$ cat src/rtl/core/tcw_pkg.sv
`timescale 1ns / 1ps
// ----------------------------------------------------------------------------
// tcw_pkg: shared types and constants of the text console character writer
// Item formats, operation and register codes, character codes, sizes.
// ----------------------------------------------------------------------------
package tcw_pkg;

	localparam int COLUMNS_DEF = 80;
	localparam int ROWS_DEF    = 25;
	localparam int CELL_W      = 16;

	// Operation codes of the input item.
	localparam logic [1:0] OP_PUT   = 2'd0;
	localparam logic [1:0] OP_READ  = 2'd1;
	localparam logic [1:0] OP_CLEAR = 2'd2;

	// Configuration register indexes.
	localparam logic CFG_FG = 1'b0;
	localparam logic CFG_BG = 1'b1;

	localparam logic [3:0] FG_RESET = 4'd2;
	localparam logic [3:0] BG_RESET = 4'd0;

	localparam logic [7:0] NEWLINE_CODE = 8'd10;
	localparam logic [7:0] SPACE_CODE   = 8'd32;

	typedef struct packed {
		logic [1:0]  op;
		logic [7:0]  char_code;
		logic [10:0] cell_index;
	} in_item_t;

	typedef struct packed {
		logic [15:0] cell_word;
		logic [10:0] cursor_offset;
	} out_item_t;

	typedef enum logic [2:0] {
		ST_INIT,
		ST_IDLE,
		ST_READ,
		ST_SCROLL,
		ST_FILL,
		ST_DONE
	} state_t;

endpackage

$ cat src/rtl/core/tcw_ctrl.sv
`timescale 1ns / 1ps
// ----------------------------------------------------------------------------
// tcw_ctrl: cursor and sequencer of the text console
// Runs put, read, clear and scroll against the cell store.
// ----------------------------------------------------------------------------
module tcw_ctrl #(
	parameter int COLUMNS = tcw_pkg::COLUMNS_DEF,
	parameter int ROWS    = tcw_pkg::ROWS_DEF,
	parameter int CELLS   = COLUMNS * ROWS,
	parameter int AW      = $clog2(CELLS)
) (
	input  logic                       clk,
	input  logic                       arst_n,
	input  logic                       in_valid,
	output logic                       in_ready,
	input  tcw_pkg::in_item_t          in_item,
	input  logic [7:0]                 attr,
	output logic                       res_valid,
	input  logic                       res_ready,
	output tcw_pkg::out_item_t         res_item,
	output logic                       mem_wr_en,
	output logic [AW-1:0]              mem_wr_addr,
	output logic [tcw_pkg::CELL_W-1:0] mem_wr_data,
	output logic                       mem_rd_en,
	output logic [AW-1:0]              mem_rd_addr,
	input  logic [tcw_pkg::CELL_W-1:0] mem_rd_data
);

	localparam int RW  = $clog2(ROWS);
	localparam int CLW = $clog2(COLUMNS + 1);

	tcw_pkg::state_t state_q, state_d;

	logic [RW-1:0]  row_q;
	logic [CLW-1:0] col_q;
	logic [AW-1:0]  base_q;
	logic [AW:0]    cnt_q;
	logic           put_pend_q;
	logic [7:0]     char_q;
	logic           rd_ok_q;
	logic [15:0]    word_q;

	logic           accept;
	logic           bottom;
	logic           row_full;
	logic           is_nl;
	logic           idx_ok;
	logic [AW+1:0]  scr_rd;
	logic [AW:0]    scr_wr;
	logic [AW:0]    offset;
	logic [15:0]    blank;

	assign accept   = (state_q == tcw_pkg::ST_IDLE) && in_valid;
	assign bottom   = (row_q == RW'(ROWS - 1));
	assign row_full = (col_q == CLW'(COLUMNS));
	assign is_nl    = (in_item.char_code == tcw_pkg::NEWLINE_CODE);
	assign idx_ok   = ({21'd0, in_item.cell_index} < 32'(CELLS));
	assign scr_rd   = (AW+2)'(cnt_q) + (AW+2)'(COLUMNS);
	assign scr_wr   = cnt_q - (AW+1)'(1);
	assign offset   = (AW+1)'(base_q) + (AW+1)'(col_q);
	assign blank    = {attr, tcw_pkg::SPACE_CODE};

	// Next state.
	always_comb begin
		state_d = state_q;
		unique case (state_q)
			tcw_pkg::ST_INIT: begin
				if (cnt_q == (AW+1)'(CELLS - 1)) begin
					state_d = tcw_pkg::ST_IDLE;
				end
			end
			tcw_pkg::ST_IDLE: begin
				if (in_valid) begin
					case (in_item.op)
						tcw_pkg::OP_PUT: begin
							if (bottom && (is_nl || row_full)) begin
								state_d = tcw_pkg::ST_SCROLL;
							end else begin
								state_d = tcw_pkg::ST_DONE;
							end
						end
						tcw_pkg::OP_READ:  state_d = tcw_pkg::ST_READ;
						tcw_pkg::OP_CLEAR: state_d = tcw_pkg::ST_FILL;
						default:           state_d = tcw_pkg::ST_DONE;
					endcase
				end
			end
			tcw_pkg::ST_READ: state_d = tcw_pkg::ST_DONE;
			tcw_pkg::ST_SCROLL: begin
				if (cnt_q == (AW+1)'(CELLS)) begin
					state_d = tcw_pkg::ST_DONE;
				end
			end
			tcw_pkg::ST_FILL: begin
				if (cnt_q == (AW+1)'(CELLS - 1)) begin
					state_d = tcw_pkg::ST_DONE;
				end
			end
			tcw_pkg::ST_DONE: begin
				if (res_ready) begin
					state_d = tcw_pkg::ST_IDLE;
				end
			end
			default: state_d = tcw_pkg::ST_INIT;
		endcase
	end

	// Memory port and handshake outputs.
	always_comb begin
		mem_wr_en   = 1'b0;
		mem_wr_addr = base_q;
		mem_wr_data = {attr, in_item.char_code};
		mem_rd_en   = 1'b0;
		mem_rd_addr = AW'(in_item.cell_index);
		unique case (state_q)
			tcw_pkg::ST_INIT: begin
				mem_wr_en   = 1'b1;
				mem_wr_addr = cnt_q[AW-1:0];
				mem_wr_data = '0;
			end
			tcw_pkg::ST_FILL: begin
				mem_wr_en   = 1'b1;
				mem_wr_addr = cnt_q[AW-1:0];
				mem_wr_data = blank;
			end
			tcw_pkg::ST_IDLE: begin
				if (in_valid && in_item.op == tcw_pkg::OP_PUT && !is_nl) begin
					if (!row_full) begin
						mem_wr_en   = 1'b1;
						mem_wr_addr = AW'(offset);
					end else if (!bottom) begin
						mem_wr_en   = 1'b1;
						mem_wr_addr = AW'((AW+1)'(base_q) + (AW+1)'(COLUMNS));
					end
				end
				if (in_valid && in_item.op == tcw_pkg::OP_READ) begin
					mem_rd_en = idx_ok;
				end
			end
			tcw_pkg::ST_SCROLL: begin
				// Reads run one cell ahead of the writes, one row further down.
				mem_rd_en   = (scr_rd < (AW+2)'(CELLS));
				mem_rd_addr = scr_rd[AW-1:0];
				mem_wr_en   = (cnt_q != '0);
				mem_wr_addr = scr_wr[AW-1:0];
				if (scr_wr < (AW+1)'(CELLS - COLUMNS)) begin
					mem_wr_data = mem_rd_data;
				end else if (put_pend_q && scr_wr == (AW+1)'(CELLS - COLUMNS)) begin
					mem_wr_data = {attr, char_q};
				end else begin
					mem_wr_data = blank;
				end
			end
			default: ;
		endcase
	end

	assign in_ready               = (state_q == tcw_pkg::ST_IDLE);
	assign res_valid              = (state_q == tcw_pkg::ST_DONE);
	assign res_item.cell_word     = word_q;
	assign res_item.cursor_offset = 11'(offset);

	always_ff @(posedge clk or negedge arst_n) begin
		if (!arst_n) begin
			state_q    <= tcw_pkg::ST_INIT;
			row_q      <= '0;
			col_q      <= '0;
			base_q     <= '0;
			cnt_q      <= '0;
			put_pend_q <= 1'b0;
			rd_ok_q    <= 1'b0;
		end else begin
			state_q <= state_d;
			case (state_q)
				tcw_pkg::ST_INIT, tcw_pkg::ST_FILL, tcw_pkg::ST_SCROLL: begin
					cnt_q <= cnt_q + (AW+1)'(1);
				end
				default: cnt_q <= '0;
			endcase
			if (accept) begin
				put_pend_q <= 1'b0;
				rd_ok_q    <= idx_ok;
				case (in_item.op)
					tcw_pkg::OP_PUT: begin
						if (is_nl || row_full) begin
							if (!bottom) begin
								row_q  <= row_q + RW'(1);
								base_q <= base_q + AW'(COLUMNS);
							end
							col_q      <= is_nl ? '0 : CLW'(1);
							put_pend_q <= !is_nl && bottom;
						end else begin
							col_q <= col_q + CLW'(1);
						end
					end
					tcw_pkg::OP_CLEAR: begin
						row_q  <= '0;
						col_q  <= '0;
						base_q <= '0;
					end
					default: ;
				endcase
			end
		end
	end

	always_ff @(posedge clk) begin
		if (accept) begin
			char_q <= in_item.char_code;
			word_q <= '0;
		end else if (state_q == tcw_pkg::ST_READ) begin
			word_q <= rd_ok_q ? mem_rd_data : '0;
		end
	end

	a_scroll_no_overlap: assert property (@(posedge clk) disable iff (!arst_n)
		(mem_rd_en && mem_wr_en) |-> (mem_rd_addr != mem_wr_addr))
		else $error("read and write hit the same cell");

	a_cursor_range: assert property (@(posedge clk) disable iff (!arst_n)
		(32'(col_q) <= COLUMNS) && (32'(row_q) < ROWS))
		else $error("cursor out of range");

	a_base_tracks_row: assert property (@(posedge clk) disable iff (!arst_n)
		32'(base_q) == 32'(row_q) * COLUMNS)
		else $error("row base out of step with row");

	a_result_held: assert property (@(posedge clk) disable iff (!arst_n)
		(res_valid && !res_ready) |=> (res_valid && $stable(word_q) && $stable(offset)))
		else $error("pending result changed");

endmodule

$ cat config.mk
export PLATFORM = sky130hd
export DESIGN_NAME = tcw_ctrl
export DESIGN_NICKNAME = d
export VERILOG_FILES = /design/src/rtl/core/tcw_pkg.sv /design/src/rtl/core/tcw_ctrl.sv
export SDC_FILE = /design/constraint.sdc
export NUM_CORES = 1
export LEC_CHECK = 0
export ABC_AREA = 1
export ABC_CLOCK_PERIOD_IN_PS = 1950
export BUFFER_PORTS_ARGS = -buffer_cell sky130_fd_sc_hd__clkbuf_2
export CAP_MARGIN = 0
export CORE_MARGIN = 4
export CORE_UTILIZATION = 49
export CTS_CLUSTER_DIAMETER = 40
export CTS_CLUSTER_SIZE = 8
export DETAILED_ROUTE_END_ITERATION = 8
export PLACE_DENSITY = 0.77
export SYNTH_ARGS = -nofsm -noshare
export SYNTH_HDL_FRONTEND = slang
export SYNTH_SLANG_ARGS = --single-unit
$ cat constraint.sdc
create_clock -name clk -period 1.95 [get_ports clk]
set_input_delay 0.2925 -clock clk [delete_from_list [all_inputs] [get_ports clk]]
set_output_delay 0.2925 -clock clk [all_outputs]
set_load 0.01 [all_outputs]
==> qor.csv <==
stage,metric,value,unit
clocking,htree depth,3,
global_route,GRT Overall Usage,30.5,%
synthesis,largest cells by area after synthesis,"dfrtp_1, nand2_1, nand3_1",
floorplan,die height,106,um
final_layout,Layout area overhead,62.0,%
worst_setup_path,Startpoint Class,register,
power_and_ir_drop,power density cells,354,mW/mm2
synthesis,"count leader, synth",nand2_1,
global_route,vias in the first global route,5870,
sta,Pins Over Slew Limit,0,
final_layout,Layout fillers,604,
power_and_ir_drop,Int Power,1.98,mW
final_layout,utilization after layout,82.0,%
worst_setup_path,reg2reg end,row_q[0],
floorplan,FP Rows,35,
clocking,total CTS buffers,9,
sta,total negative slack,-19380,ps
final_layout,# diodes,0,
status,outcome,"finished, violations left",
sta,Worst Clk Skew,11.7,ps
job,maxcap violations,0,
detailed_routing,Via Count,6332,
synthesis,Cells after Synth,717,
status,failing checks,setup timing,
synthesis,"Seq/Total Area, Yosys",31.1,%
worst_setup_path,Worst Path Required,1660,ps
worst_setup_path,CP max FO,8,
floorplan,Starting Density,50.7,%
global_route,initial antenna violation count,0,
sta,# setup viols final,52,
synthesis,syn nets,785,
detailed_routing,first drt pass iteration count,5,
worst_setup_path,Setup crit end kind,primary output,
synthesis,synth cell count leaders,"nand2_1, inv_1, nand3_1, nor2_1, o21ai_0",
sta,fmax,369,MHz
placed_design,gpl congestion,0.916,
worst_setup_path,R2R Path Start,col_q[5],
worst_setup_path,CP cell instances,"inv_2, ha_4, nand2_2, nand2_2, nor2_1, nand2_1, nor2_1, nand2_1, nor2_4, nand3_2, nand2_1, nand2_1, nand2_1, buf_2",
synthesis,Async SR Flop Fraction,60.0,%
detailed_routing,DRT iter0 DRCs,552,
clocking,CTS tree,done,
synthesis,"FF+latch count, synth",60,
sta,Hold WS,143,ps
worst_setup_path,worst-case reg-to-reg path depth,14,
power_and_ir_drop,LEAKAGE,3.90,nW
global_route,pin count of the biggest net entering global routing,22,
worst_setup_path,arrival time worst endpoint,2420,ps
sta,"Hold Violations, Final",0,
worst_setup_path,Setup CP Type,register to primary output,
worst_setup_path,cell mode on critical path,nand2_1,
power_and_ir_drop,Clock power frac,45.1,%
min_path,Hold Path Class,input pin to register,
final_layout,Nets,1040,
floorplan,# IOs,118,
synthesis,synth unique cells,46,
detailed_routing,drt drc,0,
synthesis,Post-Syn Area,0.00470,mm2
synthesis,ys flop type,dfrtp_1,
min_path,Hold Path Cell Cnt,1,
floorplan,die area,0.0112,mm2
clocking,Clock Latency Late Sink,360,ps
worst_setup_path,slowest stage cell on the critical path,dfrtp_1,
floorplan,die width,106,um
placed_design,port buffer count,117,
power_and_ir_drop,worst vdd ir,340,uV
clocking,Clock Sinks,60,
floorplan,core area,0.00928,mm2
worst_setup_path,Worst path max stage delay,440,ps
synthesis,Yosys top cell area share,19.2,%
power_and_ir_drop,Logic pwr share,8.2,%
detailed_routing,final wirelength,19900,um
synthesis,Mean Syn Cell Area,6.56,um2
synthesis,Synth Warn #,0,
min_path,hold worst-path end,char_q[4],
synthesis,number of flops mapped to enable cells by yosys,8,
sta,Worst Tran Pin Value,579,ps
power_and_ir_drop,sw frac,26.5,%
sta,fin crit period,2710,ps
detailed_routing,ANT nets after route,0,
clocking,worst-case clock buffer depth,2,
power_and_ir_drop,Flop pwr share,46.7,%
sta,final worst slack,-760,ps
global_route,Congestion Overflow GR,0,
clocking,Clock transition at path regs,90,ps
power_and_ir_drop,P_sw,0.715,mW
placed_design,Setup WS pre-CTS,-266,ps
detailed_routing,via/cell ratio,5.73,
sta,Max transition margin,61.4,%
min_path,worst hold start,in_item[15],
detailed_routing,DR WL/cell,18.0,um
placed_design,post-DP HPWL,12200,um
clocking,root buffer cell,clkbuf_8,
sta,RSZ-0062 raised after global routing,yes,
synthesis,cell taking the most area after synthesis,dfrtp_1,
sta,fin crit share,139,%
final_layout,share of cells above drive strength 1,46.9,%
worst_setup_path,reg-to-reg setup timing slack,-160,ps
global_route,first-pass GRT wire length,27700,um
cell usage in the layout, fill, tap and decap left out, types with 4 or more instances in the layout:
cell type,instances
nand2_2,34
edfxtp_1,8
buf_6,35
nand3_1,55
dfrtp_1,29
ha_1,11
nor3_1,5
a21oi_1,31
inv_1,70
buf_4,117
o22ai_2,4
nor2_1,34
o21ai_2,14
o21ai_1,13
xor2_1,9
o21ai_0,21
nor3_2,4
nand2_1,179
ha_4,7
nand3_2,15
dfrtp_2,7
nor2_4,12
nand4_1,11
clkbuf_2,86
inv_2,27
nand3b_1,10
buf_2,18
nor2_2,13
clkbuf_8,9
dfxtp_1,16
nand2_4,9
clkbuf_16,4
a21oi_4,4
timing repair:
| item | 4_1_cts | 5_1_grt |
|---|---|---|
| gates resized for setup | 93 | 169 |
| endpoints found under the hold margin | 15 | 0 |
| gates cloned | 3 | 4 |
| pin swaps | 35 | 76 |
| endpoints found under the setup margin | 51 | 62 |
| setup buffers | 21 | 21 |
| hold buffers | 1 | 0 |
critical path, delay by kind of cell (launching register included):
kind / cells / cell delay, ps
AND/OR/NAND/NOR: 11 / 1240
buffers and inverters: 2 / 210
adder cells (fa/ha/maj): 1 / 180
flip-flops: 1 / 440
worst max path at each step:
| stage | end | cells after the start | slack, ps | startpoint |
|---|---|---|---|---|
| after global placement | mem_wr_data[0] | 15 | -210 | cnt_q[1] |
| after global routing | mem_wr_data[3] | 14 | -900 | cnt_q[1] |
| after floorplan | mem_wr_data[10] | 14 | -8 | cnt_q[0] |
| after detailed placement | mem_wr_data[12] | 14 | -270 | cnt_q[4] |
| after CTS | mem_wr_data[13] | 14 | -570 | cnt_q[4] |
| final | mem_wr_data[3] | 14 | -760 | cnt_q[1] |
cell families (layout without fill, tap and decap cells):
group           Yosys count  count (layout)  share of synthesized area [%]
simple gates            392             395                           37.3
buf+inv                 123             380                           10.6
compound gates          110             110                           13.6
flops                    60              60                           31.1
fa+ha+maj                19              19                           5.05
xor+xnor                 13              13                           2.42
final cells by class:
cell class / instances / area [um2] / share of cell area (%)
multi-input combinational: 537 / 3460 / 45.5
timing repair buffer: 262 / 1910 / 25.1
sequential: 60 / 1470 / 19.3
inverter: 101 / 394 / 5.17
clock buffer: 11 / 174 / 2.28
tap: 129 / 161 / 2.12
clock inverter: 5 / 37.5 / 0.493
timing repair inverter: 1 / 5.00 / 0.0657
sequential cells by signal, summed over array words and instances, names as in the netlist:
register    cells
base_q          7
char_q          8
cnt_q          12
col_q           7
put_pend_q      1
rd_ok_q         1
row_q           5
state_q         3
word_q         16
power groups by stage:
stage | combinational [mW] | sequential, mW | clock (mW)
4_1_cts | 0.201 | 1.26 | 1.22
3_3_place_gp | 0.193 | 1.29 | 0
2_1_floorplan | 0.0678 | 1.29 | 0
3_5_place_dp | 0.196 | 1.29 | 0
6_report | 0.221 | 1.26 | 1.22
5_1_grt | 0.239 | 1.26 | 1.28
metal layers:
metal	global-route usage, %	part of all wire (%)	vias to the layer above
met1	36.2	37	2944
met5	0	0	-
li1	-	-	2850
met4	12.4	4.6	0
met2	53.6	50	435
met3	6.31	8.7	103
stage by stage:
stage,power (mW),std cells,area (um2)
2_1_floorplan,1.36,717,4770
3_3_place_gp,1.48,1052,6250
3_5_place_dp,1.48,1052,6250
4_1_cts,2.68,1089,6950
5_1_grt,2.78,1106,7620
6_report,2.70,1106,7620
Power figures use the tool's default switching activity.
